--- src/hw/rtl/dscf_pkg.sv ---
// Shared types, constants and field layouts for the damped spring chain follower.
package dscf_pkg;

  // Number of chain elements (1 to 64).
  localparam int CHAIN_LENGTH = 16;
  localparam int IDX_W = (CHAIN_LENGTH > 1) ? $clog2(CHAIN_LENGTH) : 1;

  // Q16.16 state words and the fraction width of all coefficients.
  localparam int POS_W  = 32;
  localparam int FRAC_W = 16;
  localparam int COORD_W = 16;

  // Configuration port.
  localparam int CFG_IDX_W  = 2;
  localparam int CFG_DATA_W = 16;
  localparam logic [CFG_IDX_W-1:0] REG_STIFFNESS_GAIN = CFG_IDX_W'(0);
  localparam logic [CFG_IDX_W-1:0] REG_DAMPING_BASE   = CFG_IDX_W'(1);
  localparam logic [CFG_DATA_W-1:0] STIFFNESS_RESET = 16'd6554;
  localparam logic [CFG_DATA_W-1:0] DAMPING_RESET   = 16'd58982;

  // Stiffness: floor(gain * (i+1) / 20), saturated at 1.0 (65536).
  localparam int STIFF_DIV   = 20;
  localparam int RECIP_SHIFT = 20;
  localparam int STIFF_RECIP = (2**RECIP_SHIFT + STIFF_DIV - 1) / STIFF_DIV;
  localparam int QG_LSB      = RECIP_SHIFT - FRAC_W;
  localparam int QG_W        = $clog2(65535 / STIFF_DIV + 1);
  localparam int K_ONE       = 65536;
  localparam int K_W         = 17;
  localparam int K_ACC_W     = $clog2(65535 * CHAIN_LENGTH / STIFF_DIV + 1);
  localparam int KR_W        = $clog2(STIFF_DIV);

  // Damping: base - round(0.02 * i), as floor((i * 131072 + 50) / 100).
  localparam int DAMP_NUM_STEP = 131072;
  localparam int DAMP_DIV      = 100;
  localparam int DAMP_STEP_INT = DAMP_NUM_STEP / DAMP_DIV;
  localparam int DAMP_STEP_REM = DAMP_NUM_STEP % DAMP_DIV;
  localparam int DAMP_REM_INIT = 50;
  localparam int D_W           = 16;
  localparam int SUB_W =
    $clog2(((CHAIN_LENGTH - 1) * DAMP_NUM_STEP + DAMP_REM_INIT) / DAMP_DIV + 2);
  localparam int DR_W  = $clog2(2 * DAMP_DIV);

  // Shared arithmetic unit.
  localparam int ALU_W   = 34;
  localparam int MUL_B_W = 18;

  typedef enum logic [1:0] {
    ALU_SUB,
    ALU_MUL,
    ALU_ADDSAT
  } alu_op_t;

  typedef struct packed {
    alu_op_t                  op;
    logic signed [ALU_W-1:0]  a;
    logic signed [ALU_W-1:0]  b;
  } alu_req_t;

  typedef struct packed {
    logic load;
    logic step;
  } coef_ctl_t;

  typedef struct packed {
    logic signed [COORD_W-1:0] target_x;
    logic signed [COORD_W-1:0] target_y;
    logic signed [COORD_W-1:0] target_z;
    logic                      active;
  } in_item_t;

  typedef struct packed {
    logic [5:0]                element_index;
    logic signed [COORD_W-1:0] pos_x;
    logic signed [COORD_W-1:0] pos_y;
    logic signed [COORD_W-1:0] pos_z;
    logic                      last;
  } out_item_t;

endpackage

--- src/hw/rtl/dscf_alu.sv ---
// Shared arithmetic unit: subtract, saturating add, and Q16 multiply, result registered.
module dscf_alu (
  input  logic                                clk,
  input  dscf_pkg::alu_req_t                  req,
  output logic signed [dscf_pkg::ALU_W-1:0]   res
);
  import dscf_pkg::*;

  localparam int SUM_W  = ALU_W + 1;
  localparam int PROD_W = ALU_W + MUL_B_W;
  localparam logic signed [SUM_W-1:0] SAT_HI = SUM_W'(64'sh7FFF_FFFF);
  localparam logic signed [SUM_W-1:0] SAT_LO = -SAT_HI - SUM_W'(1);

  logic signed [PROD_W-1:0] prod;
  logic signed [PROD_W-1:0] prod_sh;
  logic signed [SUM_W-1:0]  sum;
  logic signed [SUM_W-1:0]  diff;
  logic signed [ALU_W-1:0]  res_next;

  assign prod    = PROD_W'(req.a) * PROD_W'($signed(req.b[MUL_B_W-1:0]));
  assign prod_sh = prod >>> FRAC_W;
  assign sum     = SUM_W'(req.a) + SUM_W'(req.b);
  assign diff    = SUM_W'(req.a) - SUM_W'(req.b);

  always_comb begin
    case (req.op)
      ALU_SUB:    res_next = diff[ALU_W-1:0];
      ALU_MUL:    res_next = prod_sh[ALU_W-1:0];
      ALU_ADDSAT: begin
        if (sum > SAT_HI) begin
          res_next = ALU_W'(SAT_HI);
        end else if (sum < SAT_LO) begin
          res_next = ALU_W'(SAT_LO);
        end else begin
          res_next = sum[ALU_W-1:0];
        end
      end
      default:    res_next = '0;
    endcase
  end

  always_ff @(posedge clk) begin
    res <= res_next;
  end

endmodule

--- config.mk ---
export PLATFORM = sky130hd
export DESIGN_NAME = dscf_alu
export DESIGN_NICKNAME = d
export VERILOG_FILES = /design/src/hw/rtl/dscf_pkg.sv /design/src/hw/rtl/dscf_alu.sv
export SDC_FILE = /design/constraint.sdc
export NUM_CORES = 2
export LEC_CHECK = 0
export ABC_CLOCK_PERIOD_IN_PS = 13700
export BUFFER_PORTS_ARGS = -buffer_cell sky130_fd_sc_hd__buf_4
export CORE_UTILIZATION = 35
export CTS_CLUSTER_DIAMETER = 150
export DETAILED_ROUTE_END_ITERATION = 12
export PLACE_DENSITY = 0.51
export SLEW_MARGIN = 20
export SYNTH_ARGS = -nofsm -noshare
export SYNTH_HDL_FRONTEND = slang
export SYNTH_SLANG_ARGS = --single-unit
--- constraint.sdc ---
create_clock -name clk -period 13.7 [get_ports clk]
set_input_delay 2.74 -clock clk [delete_from_list [all_inputs] [get_ports clk]]
set_output_delay 2.74 -clock clk [all_outputs]
set_load 0.01 [all_outputs]
==> results.json <==
{
  "status": "finished clean",
  "grt_max_degree": 42,
  "io_pins": 105,
  "cts_resized": 0,
  "finalHoldViolCount": 0,
  "cts_buffer_depth": 2,
  "antennaDiodeCount": 0,
  "regArea_um2": 681,
  "synth_area_um2": 25400,
  "clock_sinks": 34,
  "syn_avg_cell_area_um2": 8.38,
  "top_register": "res",
  "num_vias": 20200,
  "synthArstFlopShare_pct": 0,
  "hold_slack_ns": 2.94,
  "rows": 98,
  "fp.coreArea_um2": 71600,
  "drive_gt1_share_pct": 4.89,
  "setup.worst_path.end_class": "flip-flop",
  "cp.arrival_ns": 10.22,
  "layout_common_cells": "inv_1, fa_1, nand2_1, and2_1, ha_1",
  "worst_pin_slew_ns": 1.08,
  "ys_seq_area_share_pct": 2.68,
  "routed_via_density": 5.10,
  "finalWeightedCongestion": 0.939,
  "area_growth_pct": 6.33,
  "critPathSlowestCell": "clkinv_1",
  "numCtsBuffers": 5,
  "required_ns": 13.88,
  "ys_dominant_reg_cell": "dfxtp_1",
  "wirelength_mm": 78.9,
  "critical_path_class": "in -> reg",
  "initial_utilization_pct": 35.5,
  "fin_nets": 3831,
  "hold_depth": 3,
  "die_h_um": 271,
  "period_minus_slack_ns": 10.03,
  "antenna_found_initial": 0,
  "path_clk_slew_ns": 0.06,
  "largest_reg_flops": 34,
  "synth_top_area_share_pct": 45.1,
  "yosys-top-cells-area": "fa_1, inv_1, ha_1, nand2_1, and2_1",
  "top_regs": "res (34)",
  "timing.max_cap.violations": 0,
  "synth_edf_count": 0,
  "crit_path_max_fanout": 27,
  "synth.net_count": 3861,
  "cts_setup_buffers": 0,
  "tritoncts": "done",
  "grt_pass1_vias": 22000,
  "final_common_cell": "inv_1",
  "max-slew-margin-rel_pct": 28.1,
  "fmax_ghz": 0.0997,
  "ys_seq_elements": 34,
  "synth_cell_type_count": 84,
  "routedWlPerCell_um": 20.0,
  "netlist.top_cell.by_area": "fa_1",
  "start_kind": "primary input",
  "nFillCells": 7569,
  "hold_path_class": "in -> reg",
  "holdPathEnd": "res[28]$_DFF_P_",
  "drc": 0,
  "postCtsHoldBufs": 0,
  "yosys_warnings": 0,
  "multi_input_area_um2": 21400,
  "io_buffer_count": 104,
  "cpLargestDelayFamily": "adder cells",
  "hp-start": "req[69]",
  "grt_pass1_wl_mm": 127,
  "fin_crit_sh_pct": 73.2,
  "drt.antenna.violating_nets": 0,
  "first_pass_iters": 5,
  "die-width_um": 271,
  "die_area_um2": 73700,
  "drv_slew": 0,
  "drtIter0Drc": 1386,
  "grt_overflow": 0,
  "path_buf_inv": 4,
  "crit_chain": "buf_4 > clkinv_1 > nor2_1 > fa_1 > fa_1 > fa_1 > fa_1 > fa_1 > inv_1 > fa_1 > inv_1 > ha_1 > a21o_1 > o21bai_1 > nor4b_1 > o211ai_1 > a22o_1 > o22a_1 > a31oi_1 > xnor2_1 > a211o_1",
  "cts_root_buffer": "clkbuf_16",
  "htree_num_levels": 2,
  "final.setup.tns_ns": 0,
  "cp_slowest_stage_delay_ns": 0.84,
  "cp_common_cell": "fa_1",
  "finalSetupViolCount": 0,
  "rsz0062_at_grt": "no",
  "synth_cells": 3033,
  "hpwl_mm": 63.3,
  "track_usage_pct": 22.2
}
## Yosys cell counts (4+ instances only)
library cell  instances
clkbuf_1            139
fa_1                572
and2_1              194
or2_2                 5
a211o_1               6
a211oi_1             18
a31oi_1              21
ha_1                185
xnor2_1              70
and3_1               11
o31ai_1              14
dfxtp_1              34
a21o_1               33
o21bai_1             11
o31a_1                7
o311ai_0              4
nand2_1             407
a41oi_1               4
nand2b_1             21
a22o_1                4
nor3_1               24
o21ai_0              66
inv_1               722
nand3_1              20
nor2_1              127
xor2_1               18
or4_1                 4
o22ai_1               6
nor2b_1              20
o21a_1                9
mux2i_1               4
o211ai_1             18
buf_2                 4
or3_1                 8
nand4_1              13
nor4_1               11
a21oi_1             113
a221oi_1             10
## cells by family (layout without fill, tap and decap cells)
group           count (synthesis)  in the layout  synth area share [%]
buf+inv                       874            845                  13.0
simple gates                  882            882                  16.6
mux                             6              6                 0.246
compound gates                392            392                  10.3
flops                          34             34                  2.68
fa+ha+maj                     757            757                  54.2
xor+xnor                       88             88                  3.03
## metal layers
layer	GRT usage, %	routed length (µm)	up-vias	part of all wire, %
met5	0	0	-	0
met2	38.8	38600	525	49
met4	4.82	1820	0	2.3
met1	30.2	35300	10400	45
met3	1.14	3170	80	4.0
li1	-	-	9123	-
## worst max path at each step
stage          startpoint              end  cells past startpoint
2_1_floorplan     req[54]  res[32]$_DFF_P_                     22
3_3_place_gp      req[17]  res[32]$_DFF_P_                     21
3_5_place_dp      req[17]  res[32]$_DFF_P_                     21
4_1_cts           req[17]  res[32]$_DFF_P_                     21
5_1_grt           req[17]  res[32]$_DFF_P_                     21
6_report          req[17]  res[32]$_DFF_P_                     21
## through the flow
stage	util [%]	instance area, µm²	instances	setup WS, ns
after global routing	37.7	27000	3954	3.17
after global placement	37.5	26800	3946	3.55
after CTS	37.7	27000	3954	3.70
after floorplan	-	25400	3033	4.95
final	37.7	27000	3954	3.67
after detailed placement	37.5	26800	3946	3.41
## cell type report
cell class | instances | share of cell area (%)
inverter | 725 | 10.1
sequential | 34 | 2.52
multi-input combinational | 2125 | 79.3
tap | 950 | 4.40
clock buffer | 5 | 0.463
timing repair buffer | 112 | 3.11
clock inverter | 3 | 0.167
Power is not shown: default switching activity piles up to over one toggle a cycle in this logic, so the estimate is an artifact.
