<file path="src/hw/rtl/dscf_pkg.sv">
// Shared types, constants and field layouts for the damped spring chain follower.
package dscf_pkg;

  // Number of chain elements (1 to 64).
  localparam int CHAIN_LENGTH = 16;
  localparam int IDX_W = (CHAIN_LENGTH > 1) ? $clog2(CHAIN_LENGTH) : 1;

  // Q16.16 state words and the fraction width of all coefficients.
  localparam int POS_W  = 32;
  localparam int FRAC_W = 16;
  localparam int COORD_W = 16;

  // Configuration port.
  localparam int CFG_IDX_W  = 2;
  localparam int CFG_DATA_W = 16;
  localparam logic [CFG_IDX_W-1:0] REG_STIFFNESS_GAIN = CFG_IDX_W'(0);
  localparam logic [CFG_IDX_W-1:0] REG_DAMPING_BASE   = CFG_IDX_W'(1);
  localparam logic [CFG_DATA_W-1:0] STIFFNESS_RESET = 16'd6554;
  localparam logic [CFG_DATA_W-1:0] DAMPING_RESET   = 16'd58982;

  // Stiffness: floor(gain * (i+1) / 20), saturated at 1.0 (65536).
  localparam int STIFF_DIV   = 20;
  localparam int RECIP_SHIFT = 20;
  localparam int STIFF_RECIP = (2**RECIP_SHIFT + STIFF_DIV - 1) / STIFF_DIV;
  localparam int QG_LSB      = RECIP_SHIFT - FRAC_W;
  localparam int QG_W        = $clog2(65535 / STIFF_DIV + 1);
  localparam int K_ONE       = 65536;
  localparam int K_W         = 17;
  localparam int K_ACC_W     = $clog2(65535 * CHAIN_LENGTH / STIFF_DIV + 1);
  localparam int KR_W        = $clog2(STIFF_DIV);

  // Damping: base - round(0.02 * i), as floor((i * 131072 + 50) / 100).
  localparam int DAMP_NUM_STEP = 131072;
  localparam int DAMP_DIV      = 100;
  localparam int DAMP_STEP_INT = DAMP_NUM_STEP / DAMP_DIV;
  localparam int DAMP_STEP_REM = DAMP_NUM_STEP % DAMP_DIV;
  localparam int DAMP_REM_INIT = 50;
  localparam int D_W           = 16;
  localparam int SUB_W =
    $clog2(((CHAIN_LENGTH - 1) * DAMP_NUM_STEP + DAMP_REM_INIT) / DAMP_DIV + 2);
  localparam int DR_W  = $clog2(2 * DAMP_DIV);

  // Shared arithmetic unit.
  localparam int ALU_W   = 34;
  localparam int MUL_B_W = 18;

  typedef enum logic [1:0] {
    ALU_SUB,
    ALU_MUL,
    ALU_ADDSAT
  } alu_op_t;

  typedef struct packed {
    alu_op_t                  op;
    logic signed [ALU_W-1:0]  a;
    logic signed [ALU_W-1:0]  b;
  } alu_req_t;

  typedef struct packed {
    logic load;
    logic step;
  } coef_ctl_t;

  typedef struct packed {
    logic signed [COORD_W-1:0] target_x;
    logic signed [COORD_W-1:0] target_y;
    logic signed [COORD_W-1:0] target_z;
    logic                      active;
  } in_item_t;

  typedef struct packed {
    logic [5:0]                element_index;
    logic signed [COORD_W-1:0] pos_x;
    logic signed [COORD_W-1:0] pos_y;
    logic signed [COORD_W-1:0] pos_z;
    logic                      last;
  } out_item_t;

endpackage

</file>
<file path="src/hw/rtl/dscf_coef.sv">
// Per-element stiffness and damping coefficients, stepped one element at a time.
module dscf_coef (
  input  logic                          clk,
  input  dscf_pkg::coef_ctl_t           ctl,
  input  logic [dscf_pkg::QG_W-1:0]     gain_q,
  input  logic [dscf_pkg::CFG_DATA_W-1:0] gain,
  input  logic [dscf_pkg::CFG_DATA_W-1:0] base,
  output logic [dscf_pkg::K_W-1:0]      k,
  output logic [dscf_pkg::D_W-1:0]      d
);
  import dscf_pkg::*;

  logic [K_ACC_W-1:0] q;
  logic [KR_W-1:0]    r;
  logic [SUB_W-1:0]   sub;
  logic [DR_W-1:0]    srem;
  logic [QG_W-1:0]    gq;
  logic [KR_W-1:0]    gr;
  logic [KR_W-1:0]    gain_r;
  logic [KR_W:0]      r_sum;
  logic               r_carry;
  logic [DR_W-1:0]    s_sum;
  logic               s_carry;

  // Remainder of gain / 20, from the quotient found by the shared unit. The
  // quotient is only on the shared unit's output during the load, so it and
  // the remainder are kept for the later steps.
  assign gain_r  = KR_W'(gain - CFG_DATA_W'({gain_q, 4'b0} + {2'b0, gain_q, 2'b0}));
  assign r_sum   = (KR_W+1)'(r) + (KR_W+1)'(gr);
  assign r_carry = r_sum >= (KR_W+1)'(STIFF_DIV);
  assign s_sum   = srem + DR_W'(DAMP_STEP_REM);
  assign s_carry = s_sum >= DR_W'(DAMP_DIV);

  always_ff @(posedge clk) begin
    if (ctl.load) begin
      gq   <= gain_q;
      gr   <= gain_r;
      q    <= K_ACC_W'(gain_q);
      r    <= gain_r;
      sub  <= '0;
      srem <= DR_W'(DAMP_REM_INIT);
    end else if (ctl.step) begin
      q    <= q + K_ACC_W'(gq) + K_ACC_W'(r_carry);
      r    <= r_carry ? KR_W'(r_sum - (KR_W+1)'(STIFF_DIV)) : KR_W'(r_sum);
      sub  <= sub + SUB_W'(DAMP_STEP_INT) + SUB_W'(s_carry);
      srem <= s_carry ? s_sum - DR_W'(DAMP_DIV) : s_sum;
    end
  end

  assign k = (32'(q) > 32'(K_ONE)) ? K_W'(K_ONE) : K_W'(q);
  assign d = (32'(base) >= 32'(sub)) ? D_W'(32'(base) - 32'(sub)) : '0;

endmodule

</file>
<file path="config.mk">
export PLATFORM = sky130hd
export DESIGN_NAME = dscf_coef
export DESIGN_NICKNAME = d
export VERILOG_FILES = /design/src/hw/rtl/dscf_pkg.sv /design/src/hw/rtl/dscf_coef.sv
export SDC_FILE = /design/constraint.sdc
export NUM_CORES = 1
export LEC_CHECK = 0
export ABC_AREA = 1
export BUFFER_PORTS_ARGS = -buffer_cell sky130_fd_sc_hd__buf_2
export CORE_ASPECT_RATIO = 0.75
export CORE_MARGIN = 1.5
export CORE_UTILIZATION = 30
export CTS_BUF_LIST = sky130_fd_sc_hd__clkbuf_4
export CTS_CLUSTER_SIZE = 20
export DETAILED_ROUTE_END_ITERATION = 10
export PLACE_DENSITY_LB_ADDON = 0.08
export SLEW_MARGIN = 5
export SYNTH_ARGS = -nofsm -noshare
export SYNTH_HDL_FRONTEND = slang
export SYNTH_SLANG_ARGS = --single-unit
</file>
<file path="constraint.sdc">
create_clock -name clk -period 3.4 [get_ports clk]
set_input_delay 0.34 -clock clk [delete_from_list [all_inputs] [get_ports clk]]
set_output_delay 0.34 -clock clk [all_outputs]
set_load 0.005 [all_outputs]
</file>
==> metrics.md, run 1 <==
| Metric | Value |
|---|---|
| Status | `complete, no violations` |
| Mapped Nets | `787` |
| Global-route wire length before repair | `19.84 mm` |
| Maxcap violations | `0` |
| CP arrival | `about 3.5 ns` |
| Clock H-tree levels | `3` |
| Post-route ant nets | `0` |
| Setup-failing EPs final | `0` |
| GR Overflow Total | `0` |
| Final worst path period need | `3.310 ns` |
| Syn avg cell area | `6.823 sq um` |
| Required time of the worst setup path | `3.59 ns` |
| Post-synthesis sequential area ratio | `32.18%` |
| Root Buffer | `clkbuf_4` |
| EDFF count, synth | `34` |
| Antenna violations before repair | `0` |
| Pleak | `approximately 0.0030 uW` |
| Total CTS buffers | `9` |
| Layout area overhead | `18.79%` |
| Yosys top cell area share | `21.59%` |
| Slew margin rel. | `37.78%` |
| Slew @ Worst Pin | `0.9322 ns` |
| Routability cong. | `0.8298` |
| Clock Latency Late Sink | `0.42 ns` |
| Async S/R FF share, synth | `0%` |
| HPWL after DPL | `9.244 mm` |
| Hold Fails Final Rpt | `0` |
| Period utilization | `97.35%` |
| VDD IR-drop max | `0.1741 mV` |
| Unrepaired setup endpoints after global routing | `true` |
| Worst-path maximum fanout | `3` |
| Die ar. | `about 17000 sq um` |
| Port Buffers | `67` |
| WL per Instance | `12.03 microns` |
| CTS tree | `yes` |
| Die Height | `~110 microns` |
| Critical path class | `register to register` |
| N_diodes | `0` |
| Mapped Cells | `around 700` |
| Cell area power density | `610.5 nW/um^2` |
| Synth warn | `0` |
| Final max-slew violation count | `0` |
| Largest cells by area after synthesis | `edfxtp_1 (22%), nand2_1 (19%), ha_1 (11%), dfxtp_1 (11%), inv_1 (8.7%)` |
| Dominant synthesized flop cell | `edfxtp_1` |
| Crit path capture type | `register` |
| Synthesized area | `~4700 sq um` |
| DRC viols | `0` |
| Total global routing track utilization | `14.99%` |
| Placed inst area | `5386 sq um` |
| DR iter-0 viols | `194` |
| Final net count | `roughly 870` |
| Hold crit path type | `primary input to register` |
| Vias in the first global route | `approximately 4100` |
| TritonRoute pass-1 iters | `4` |
| Design area | `5617 sq um` |
| Largest net degree at the start of global routing | `37` |
| Via density per instance | `4.495` |
| Biggest area consumer among synthesized cells | `edfxtp_1` |
| Post-Route WL | `11.89 mm` |
| Max Fclk | `0.3021 GHz` |
| Row count | `39` |
| Most frequent cell after synthesis | `nand2_1` |
| Layout cells sized above 1 | `18.11%` |
| Max Buffers Root-to-Sink | `2` |
| Final Util | `a little over a third` |
| Vias | `4446` |
| Starting density of the core | `30.86%` |
| Die width | `148.0 microns` |
| Most instantiated cells after synthesis | `nand2_1 (240), inv_1 (110), nand3_1 (59)` |
| Seq cells post-synth | `59` |
| Startpoint Class | `register` |
| CORE AREA | `15320 sq um` |
| Clock Sinks | `59` |
| Synth unique cells | `38` |
| Max Clock Skew | `approximately 0.012 ns` |
| I/O pin total | `80` |
| Clock-pin slew on the worst setup and hold paths | `0.10 ns` |
## through the flow
stage | power [uW] | hold WS [ns] | cells | setup slack, ns | setup TNS, ns
6_report | 3429 | 0.1088 | 989 | 0.09020 | 0
5_1_grt | 3812 | 0.06224 | 989 | -0.08746 | -0.1464
3_5_place_dp | 2855 | 0.4772 | 970 | -0.1670 | -0.5349
4_1_cts | 3305 | 0.07528 | 986 | 0.0008415 | 0
2_1_floorplan | 2258 | 0.4389 | 693 | 0.0002194 | 0
3_3_place_gp | 2838 | 0.4660 | 970 | -0.1039 | -0.2584
## logic make-up (layout without fill, tap and decap cells)
group	after synthesis	count (layout)	share of synthesized area, %
AOI/OAI and AO/OA	62	62	6.907
xor gates and xnor gates	14	14	2.593
adders and majority gates	47	47	13.07
buffers and inverters	120	211	9.632
DFF	59	59	32.18
other	1	1	0.07931
and+or+nand+nor	390	390	35.54
## repair_timing
action | CTS | global route
resized for setup | 3 | 23
buffers inserted | 0 | 3
setup endpoints to repair | 5 | 6
hold buffers | 0 | 0
pin swaps | 0 | 9
## sequential cells by signal (all words and copies together) (netlist names)
register / cells
q: 16
r: 5
sub: 15
gq: 12
srem: 6
gr: 5
## layer usage
metal	global-route usage, %	share of wire, %	vias up
met5	0	0	-
met4	3.366	0.90	0
met3	3.484	4.4	10
met2	21.03	39	69
li1	-	-	2367
met1	22.98	56	2000
## final cells by class
cell class	count	area (sq um)
Inverter	111	416.7
Multi-Input combinational cell	514	2853
Sequential cell	59	1521
Clock buffer	11	82.58
Tap cell	205	256.5
Clock inverter	5	20.02
Timing Repair Buffer	84	466.7
Fill cell	1688	9706
## path summary, 6_finish.rpt
kind	from	to	slack [ns]	depth (start not counted)
max	gr[0]$_DFFE_PP_	q[8]$_DFFE_PP_	0.09	17
max reg2reg	gr[0]$_DFFE_PP_	q[8]$_DFFE_PP_	0.09	17
min reg2reg	srem[7]$_SDFFE_PP0P_	srem[7]$_SDFFE_PP0P_	0.50	2
min	gain_q[3]	gq[3]$_DFFE_PP_	0.11	1
## where the power goes
| group | switching [uW] | total (uW) | internal [uW] |
|---|---|---|---|
| combinational | 1120 | 1980 | 861 |
| clock | 268 | 426 | 158 |
| sequential | 106 | 1030 | 921 |
| total | 1490 | 3430 | 1940 |
## critical path: stages, from the launching register on
cell and delay (ns):
edfxtp_1 0.38, ha_2 0.21, fa_2 0.39, xor2_2 0.18, inv_1 0.09, ha_2 0.19
nand2_2 0.05, nand3_2 0.08, nand2_2 0.07, fa_2 0.38, fa_2 0.41, nand3_2 0.08
nand3_2 0.10, nand2_2 0.08, nand3_2 0.07, or2_4 0.23, nand3_2 0.06, nand2_1 0.04
## placed cells by master (no fill, tap or decap), types with 3 or more instances in the layout
cell      instances
a21oi_1          42
dfxtp_1          25
buf_2            67
nor3_1            5
o21ai_0          11
fa_2              3
nand3b_1          6
edfxtp_1         34
clkbuf_4         11
xor2_1            7
inv_1           110
nand3_1          52
xnor2_1           6
nor2_1           51
inv_2             3
nand2_1         234
or2_2             7
nand4_1           3
nand3_2           7
ha_1             39
buf_4            16
and2_1            3
ha_2              3
nand2_2          12
(Power assumes the default switching activity.)
==> run 2: changes to the inputs <==
- ABC_AREA: 1 -> not set
- CORE_UTILIZATION: 30 -> 52
==> run 2 against run 1 <==
The run now ends with negative setup slack left. Total power is 20% higher. Final cell count is 32% lower. Synthesized cell count is 33% lower. Sequential power is 8% higher. Maximum frequency is 15% lower. Utilization is 29 points higher. Largest power group unchanged. Sequential cell count stayed put. Combinational power is 32% higher.
==> metrics.md, run 2 <==
| Metric | Value |
|---|---|
| Post-Route WL | `9.316 mm` |
| Clock Latency Late Sink | `between 0.4 and 0.5 ns` |
| Setup slack, reg-to-reg | `-0.48 ns` |
| Hold path depth | `1` |
| Setup WS pre-CTS | `-0.5649 ns` |
| TritonRoute pass-1 iters | `4` |
| Mapped Cells | `~470` |
| HPWL after DPL | `6.789 mm` |
| I/O pin total | `80` |
| Failing checks | `negative setup slack` |
| Yosys top cell area share | `23.86%` |
| Post-route ant nets | `0` |
| DRC viols | `0` |
| Commonest non-fill, non-tap cell in the layout | `buf_2` |
| Most frequent CP cell | `fa_2` |
| RR Startpoint | `r[1]$_DFFE_PP_` |
| Period utilization | `114.2%` |
| Unrepaired setup endpoints after global routing | `true` |
| Max Buffers Root-to-Sink | `2` |
| Biggest regs | `q: 16 flops, sub: 15 flops, gq: 12 flops` |
| Die ar. | `8788 sq um` |
| Hold Fails Final Rpt | `0` |
| Status | `finished with violations` |
| Pleak | `0.002255 uW` |
| Vias in the first global route | `3258` |
| Worst Reg-to-Reg Cells | `16` |
| Most frequent cells in the layout | `buf_2 (67), nor2_1 (46), ha_1 (40), nand2_1 (35)` |
| Slew @ Worst Pin | `0.6359 ns` |
| Setup-failing EPs final | `12` |
| CP arrival | `~4.1 ns` |
| Die Height | `81.56 microns` |
| Hold EP | `gq[8]$_DFFE_PP_` |
| Mapped Nets | `561` |
| Final Power | `4132 uW` |
| Worst-path maximum fanout | `3` |
| Final worst setup slack | `-0.4836 ns` |
| Max reg flops | `16` |
| Startpoint Class | `register` |
| Root Buffer | `clkbuf_4` |
| Dominant synthesized flop cell | `edfxtp_1` |
| Crit-path cells | `ha_1 > a21o_1 > a21oi_4 > xor2_2 > ha_2 > nand2_2 > a21oi_2 > inv_1 > fa_2 > fa_2 > a211oi_4 > o21ai_2 > a2111oi_4 > nor2_1 > xnor2_1 > o21ai_1` |
| Maxcap violations | `0` |
| Total global routing track utilization | `22.08%` |
| Biggest area consumer among synthesized cells | `edfxtp_1` |
| RR Endpoint | `q[10]$_DFFE_PP_` |
| Routability cong. | `roughly 0.84` |
| Hold path start | `gain_q[8]` |
| Starting density of the core | `54.05%` |
| Total CTS buffers | `9` |
| N_diodes | `0` |
| Synth warn | `0` |
| Crit path capture type | `register` |
| Vias | `3596` |
| Post-synthesis sequential area ratio | `35.56%` |
| Largest cells by area after synthesis | `edfxtp_1 (24%), ha_1 (13%), dfxtp_1 (12%), xnor2_1 (6.3%), a21oi_1 (4.1%)` |
| Syn avg cell area | `9.163 sq um` |
| Reg with most FFs | `q` |
| CP max-delay cell | `edfxtp_1` |
| WL per Instance | `between 10 and 15 microns` |
| VDD IR-drop max | `between 0.5 and 0.6 mV` |
| GR Overflow Total | `0` |
| Setup_tns | `-4.347 ns` |
| Final net count | `between 600 and 700` |
| Cell area power density | `about 790 nW/um^2` |
| Required time of the worst setup path | `3.57 ns` |
| Most frequent cell after synthesis | `nor2_1` |
| Via density per instance | `5.320` |
| Die width | `~110 microns` |
| Port Buffers | `between 60 and 70` |
| Most instantiated cells after synthesis | `nor2_1 (46), ha_1 (43), nand2_1 (37)` |
| DR iter-0 viols | `160` |
| Antenna violations before repair | `0` |
| Synthesized area | `4279 sq um` |
| Clock-pin slew on the worst setup and hold paths | `0.10 ns` |
| Async S/R FF share, synth | `0%` |
| Global-route wire length before repair | `14.99 mm` |
| CTS tree | `yes` |
| CORE AREA | `7918 sq um` |
| EDFF count, synth | `34` |
| Slew margin rel. | `57.16%` |
| Seq cells post-synth | `59` |
| Clock Sinks | `59` |
| Hold crit path type | `primary input to register` |
| Row count | `28` |
| Layout cells sized above 1 | `26.80%` |
| Clock H-tree levels | `3` |
| Final worst path period need | `roughly 4 ns` |
| Cts hold-fix bufs | `0` |
| Max Fclk | `between 0.2 and 0.3 GHz` |
| Max Clock Skew | `0.01195 ns` |
| Critical path class | `register to register` |
| Final hold slack | `0.1027 ns` |
| Largest net degree at the start of global routing | `42` |
| Largest stage delay, worst path | `0.41 ns` |
| Synth unique cells | `58` |
| Final max-slew violation count | `0` |
| Layout area overhead | `22.11%` |
-- run 2: cell count changes after synthesis, moves of 7 or more --
cell      before  now
nand2_1      240   37
xnor2_1        6   31
a21oi_1       43   35
a21o_1         1   11
inv_1        110   34
o21ai_0       11   24
a211oi_1       0    7
nand3_1       59   11
mux2i_1        0    7
-- run 2: kinds of logic (layout without fill, tap and decap cells) --
logic type | count (synthesis) | after routing | share of synthesized area, %
and+or+nand+nor | 142 | 142 | 15.88
AOI/OAI and AO/OA | 115 | 115 | 17.78
DFF | 59 | 59 | 35.56
adders and majority gates | 47 | 47 | 14.44
buffers and inverters | 47 | 151 | 4.298
xor gates and xnor gates | 44 | 44 | 9.006
muxes | 12 | 12 | 2.953
other | 1 | 1 | 0.08764
-- run 2: timing repair --
action | in CTS | in global routing
endpoints found under the setup margin | 12 | 28
pin swaps | 17 | 13
buffers inserted | 8 | 9
gates resized for setup | 18 | 13
-- run 2: worst max-delay path: cells and delay by family (launching register included) --
kind                       cells  cell delay (ns)
buffers and inverters          1             0.07
AOI/OAI and AO/OA              7             1.31
and+or+nand+nor                2             0.15
DFF                            1             0.41
xor gates and xnor gates       2             0.40
adders and majority gates      4             1.31
-- run 2: final cells by class --
| type | instances | area (sq um) |
|---|---|---|
| multi-input cells | 361 | 2740 |
| clock inverters | 5 | 20.02 |
| repair buffers | 101 | 601.8 |
| well taps | 105 | 131.4 |
| inverters | 34 | 127.6 |
| flip-flops and latches | 59 | 1521 |
| clock buffers | 11 | 82.58 |
| fillers | 716 | 2693 |
-- run 2: per-layer routing --
layer / vias to the layer above / global-route usage [%] / routed length (microns)
li1: 1881 / - / -
met1: 1638 / 30.54 / 4723
met2: 67 / 33.31 / 4037
met3: 10 / 6.825 / 446
met4: 0 / 6.711 / 108
met5: - / 0 / 0
-- run 2: metrics by stage --
stage / area [sq um] / instances / utilization, %
2_1_floorplan: 4314 / 467 / -
3_3_place_gp: 4867 / 645 / 61.47
3_5_place_dp: 4867 / 645 / 61.47
4_1_cts: 5086 / 668 / 64.24
5_1_grt: 5225 / 676 / 65.99
6_report: 5225 / 676 / 65.99
-- run 2: how the worst max path moves through the flow --
stage | from | end | slack, ns | cells after the start
5_1_grt | r[1]$_DFFE_PP_ | q[10]$_DFFE_PP_ | -0.66 | 16
6_report | r[1]$_DFFE_PP_ | q[10]$_DFFE_PP_ | -0.48 | 16
3_5_place_dp | r[0]$_DFFE_PP_ | q[14]$_SDFFE_PP0P_ | -0.56 | 17
2_1_floorplan | r[1]$_DFFE_PP_ | q[14]$_SDFFE_PP0P_ | -0.41 | 16
4_1_cts | r[1]$_DFFE_PP_ | q[14]$_SDFFE_PP0P_ | -0.43 | 16
3_3_place_gp | r[0]$_DFFE_PP_ | q[14]$_SDFFE_PP0P_ | -0.45 | 17
-- run 2: power by group --
group	internal (uW)	total (uW)	leakage [uW]	switching (uW)
logic	1320	2610	0.00165	1290
registers	976	1110	0.000547	137
clock network	156	407	0.0000608	251
total	2460	4130	0.00226	1680
==> run 3: changes to the inputs <==
- CORE_UTILIZATION: 52 -> 58
- clock period: 3.4 -> 3.9 ns (I/O delays scaled with it)
==> run 3 against run 2 <==
Setup slack improved by 0.47 ns. Utilization increased by 8.2 points. Clock power increased by 51%. Sequential power decreased by 12%. The run still ends with negative setup slack left. First-iteration DRC count increased by 45%. Wire length increased by 1.3%.
==> metrics.md, run 3 (same netlist as run 2, synthesis figures left out) <==
| Metric | Value |
|---|---|
| Hold Fails Final Rpt | `0` |
| Final instance count without filler cells | `between 600 and 700` |
| Crit-path cells | `ha_1 > a21o_1 > a21oi_2 > xor2_2 > ha_2 > nand2_2 > a21oi_2 > inv_1 > fa_2 > fa_2 > a211oi_4 > o21ai_2 > a2111oi_4 > nor2_1 > xnor2_1 > o21ai_1` |
| Critical path class | `register to register` |
| Clock Sinks | `59` |
| I/O pin total | `80` |
| Final net count | `645` |
| Setup slack, reg-to-reg | `-0.01 ns` |
| Via density per instance | `approximately 5.6` |
| Post-route ant nets | `0` |
| Pleak | `0.002221 uW` |
| Clock H-tree levels | `3` |
| Worst-path maximum fanout | `3` |
| Crit path buf inv count | `1` |
| Dpl cells | `630` |
| DR iter-0 viols | `232` |
| GR Overflow Total | `0` |
| RR Endpoint | `q[10]$_DFFE_PP_` |
| Die Height | `~77 microns` |
| Total global routing track utilization | `around a quarter` |
| CTS tree | `yes` |
| Largest stage delay, worst path | `roughly 0.42 ns` |
| Period utilization | `100.3%` |
| Final Power | `3724 uW` |
| Design area | `between 5000 and 6000 sq um` |
| RR Startpoint | `r[1]$_DFFE_PP_` |
| Setup crit start | `r[1]$_DFFE_PP_` |
| Setup-failing EPs final | `2` |
| Total CTS buffers | `9` |
| Met2 Usage GRT | `41.92%` |
| Biggest regs | `q: 16 flops, sub: 15 flops, gq: 12 flops` |
| Final max-slew violation count | `0` |
| Max Clock Skew | `between 0.01 and 0.015 ns` |
| Max Buffers Root-to-Sink | `2` |
| Cts hold-fix bufs | `0` |
| VDD IR-drop max | `roughly 0.45 mV` |
| Antenna violations before repair | `0` |
| Port Buffers | `67` |
| CP arrival | `4.07 ns` |
| Max Fclk | `roughly 0.26 GHz` |
| Final worst path period need | `between 3 and 4 ns` |
| Setup_tns | `-0.02030 ns` |
| Placed inst area | `4782 sq um` |
| Startpoint Class | `register` |
| Crit path depth | `16` |
| HPWL after DPL | `about 6.9 mm` |
| Max reg flops | `16` |
| Hold crit path type | `primary input to register` |
| Row count | `26` |
| Layout area overhead | `20.67%` |
| Post-Route WL | `9.441 mm` |
| Vias in the first global route | `approximately 3500` |
| Routability cong. | `0.9178` |
| Maxcap violations | `0` |
| CP Capture Point | `q[10]$_DFFE_PP_` |
| Reg with most FFs | `q` |
| GR Layer Usage met1 | `about a third` |
| CORE AREA | `6962 sq um` |
| Clock Latency Late Sink | `roughly 0.4 ns` |
| Die ar. | `7907 sq um` |
| Die width | `between 100 and 150 microns` |
| CP max-delay cell | `edfxtp_1` |
| Cell area power density | `roughly 720 nW/um^2` |
| Required time of the worst setup path | `4.06 ns` |
| Crit path capture type | `register` |
| Crit path max-delay family | `compound AO/OA/AOI/OAI gates` |
| Met3 GRT Util | `roughly 6.3%` |
| Status | `finished with violations` |
| Commonest non-fill, non-tap cell in the layout | `buf_2` |
| Layout cells sized above 1 | `24.28%` |
| TritonRoute pass-1 iters | `7` |
| Largest net degree at the start of global routing | `50` |
| N_diodes | `0` |
| Unrepaired setup endpoints after global routing | `true` |
| Final worst setup slack | `-0.01166 ns` |
| Vias | `3669` |
| Worst Reg-to-Reg Cells | `16` |
| Clock-pin slew on the worst setup and hold paths | `around 0.11 ns` |
| Most frequent cells in the layout | `buf_2 (67), nor2_1 (46), ha_1 (41), nand2_1 (36)` |
| Top Usage Layer GRT | `met2` |
| DRC viols | `0` |
| Root Buffer | `clkbuf_4` |
| Slew margin rel. | `a little over two fifths` |
| WL per Instance | `14.44 microns` |
| Global-route wire length before repair | `15.61 mm` |
| Failing checks | `negative setup slack` |
| Starting density of the core | `61.47%` |
| Slew @ Worst Pin | `0.8420 ns` |
[run 3: changes by cell type in the layout (fill, tap and decap cells not counted), moves of 2 or more]
cell / delta
clkinv_1: -2
buf_4: -13
o21ai_0: +3
bufinv_16: +4
o21ai_1: -3
buf_6: -3
a21oi_2: +2
[run 3: layout make-up]
cell class	count	area (sq um)
repair buffers	86	490.5
well taps	98	122.6
clock inverters	6	127.6
inverters	34	127.6
multi-input cells	361	2699
flip-flops and latches	59	1521
fillers	584	1798
clock buffers	10	75.07
[run 3: power breakdown]
group | switching, uW | internal, uW
clock network | 223 | 393
logic | 1100 | 1040
registers | 122 | 850
total | 1450 | 2280
[run 3: how the worst min path moves through the flow]
stage	from	end	cells after the start
floorplan	srem[7]$_SDFFE_PP0P_	srem[7]$_SDFFE_PP0P_	2
global placement	srem[7]$_SDFFE_PP0P_	srem[7]$_SDFFE_PP0P_	2
detailed placement	srem[7]$_SDFFE_PP0P_	srem[7]$_SDFFE_PP0P_	2
CTS	gain_q[5]	gq[5]$_DFFE_PP_	1
global route	gain_q[6]	gq[6]$_DFFE_PP_	1
finish	gain_q[5]	gq[5]$_DFFE_PP_	1
[run 3: repair_timing]
action	CTS	global route
pin swaps	9	18
buffers inserted	2	6
gates resized for setup	10	13
endpoints found under the setup margin	7	24
[run 3: per-stage QoR]
stage          worst slack (ns)  hold WS [ns]  utilization [%]
2_1_floorplan           0.02498        0.4437                -
5_1_grt                 -0.2082        0.1556            74.17
4_1_cts                -0.09340        0.1531            72.50
3_5_place_dp            -0.1907        0.4652            68.69
6_report               -0.01166        0.1742            74.17
3_3_place_gp           -0.06950        0.4530            68.69
[run 3: layer usage]
layer / share of wire [%] / vias up / routed length, microns
li1: - / 1851 / -
met1: 47 / 1709 / 4453
met2: 47 / 90 / 4411
met5: 0 / - / 0
met4: 1.6 / 0 / 155
met3: 4.5 / 19 / 421
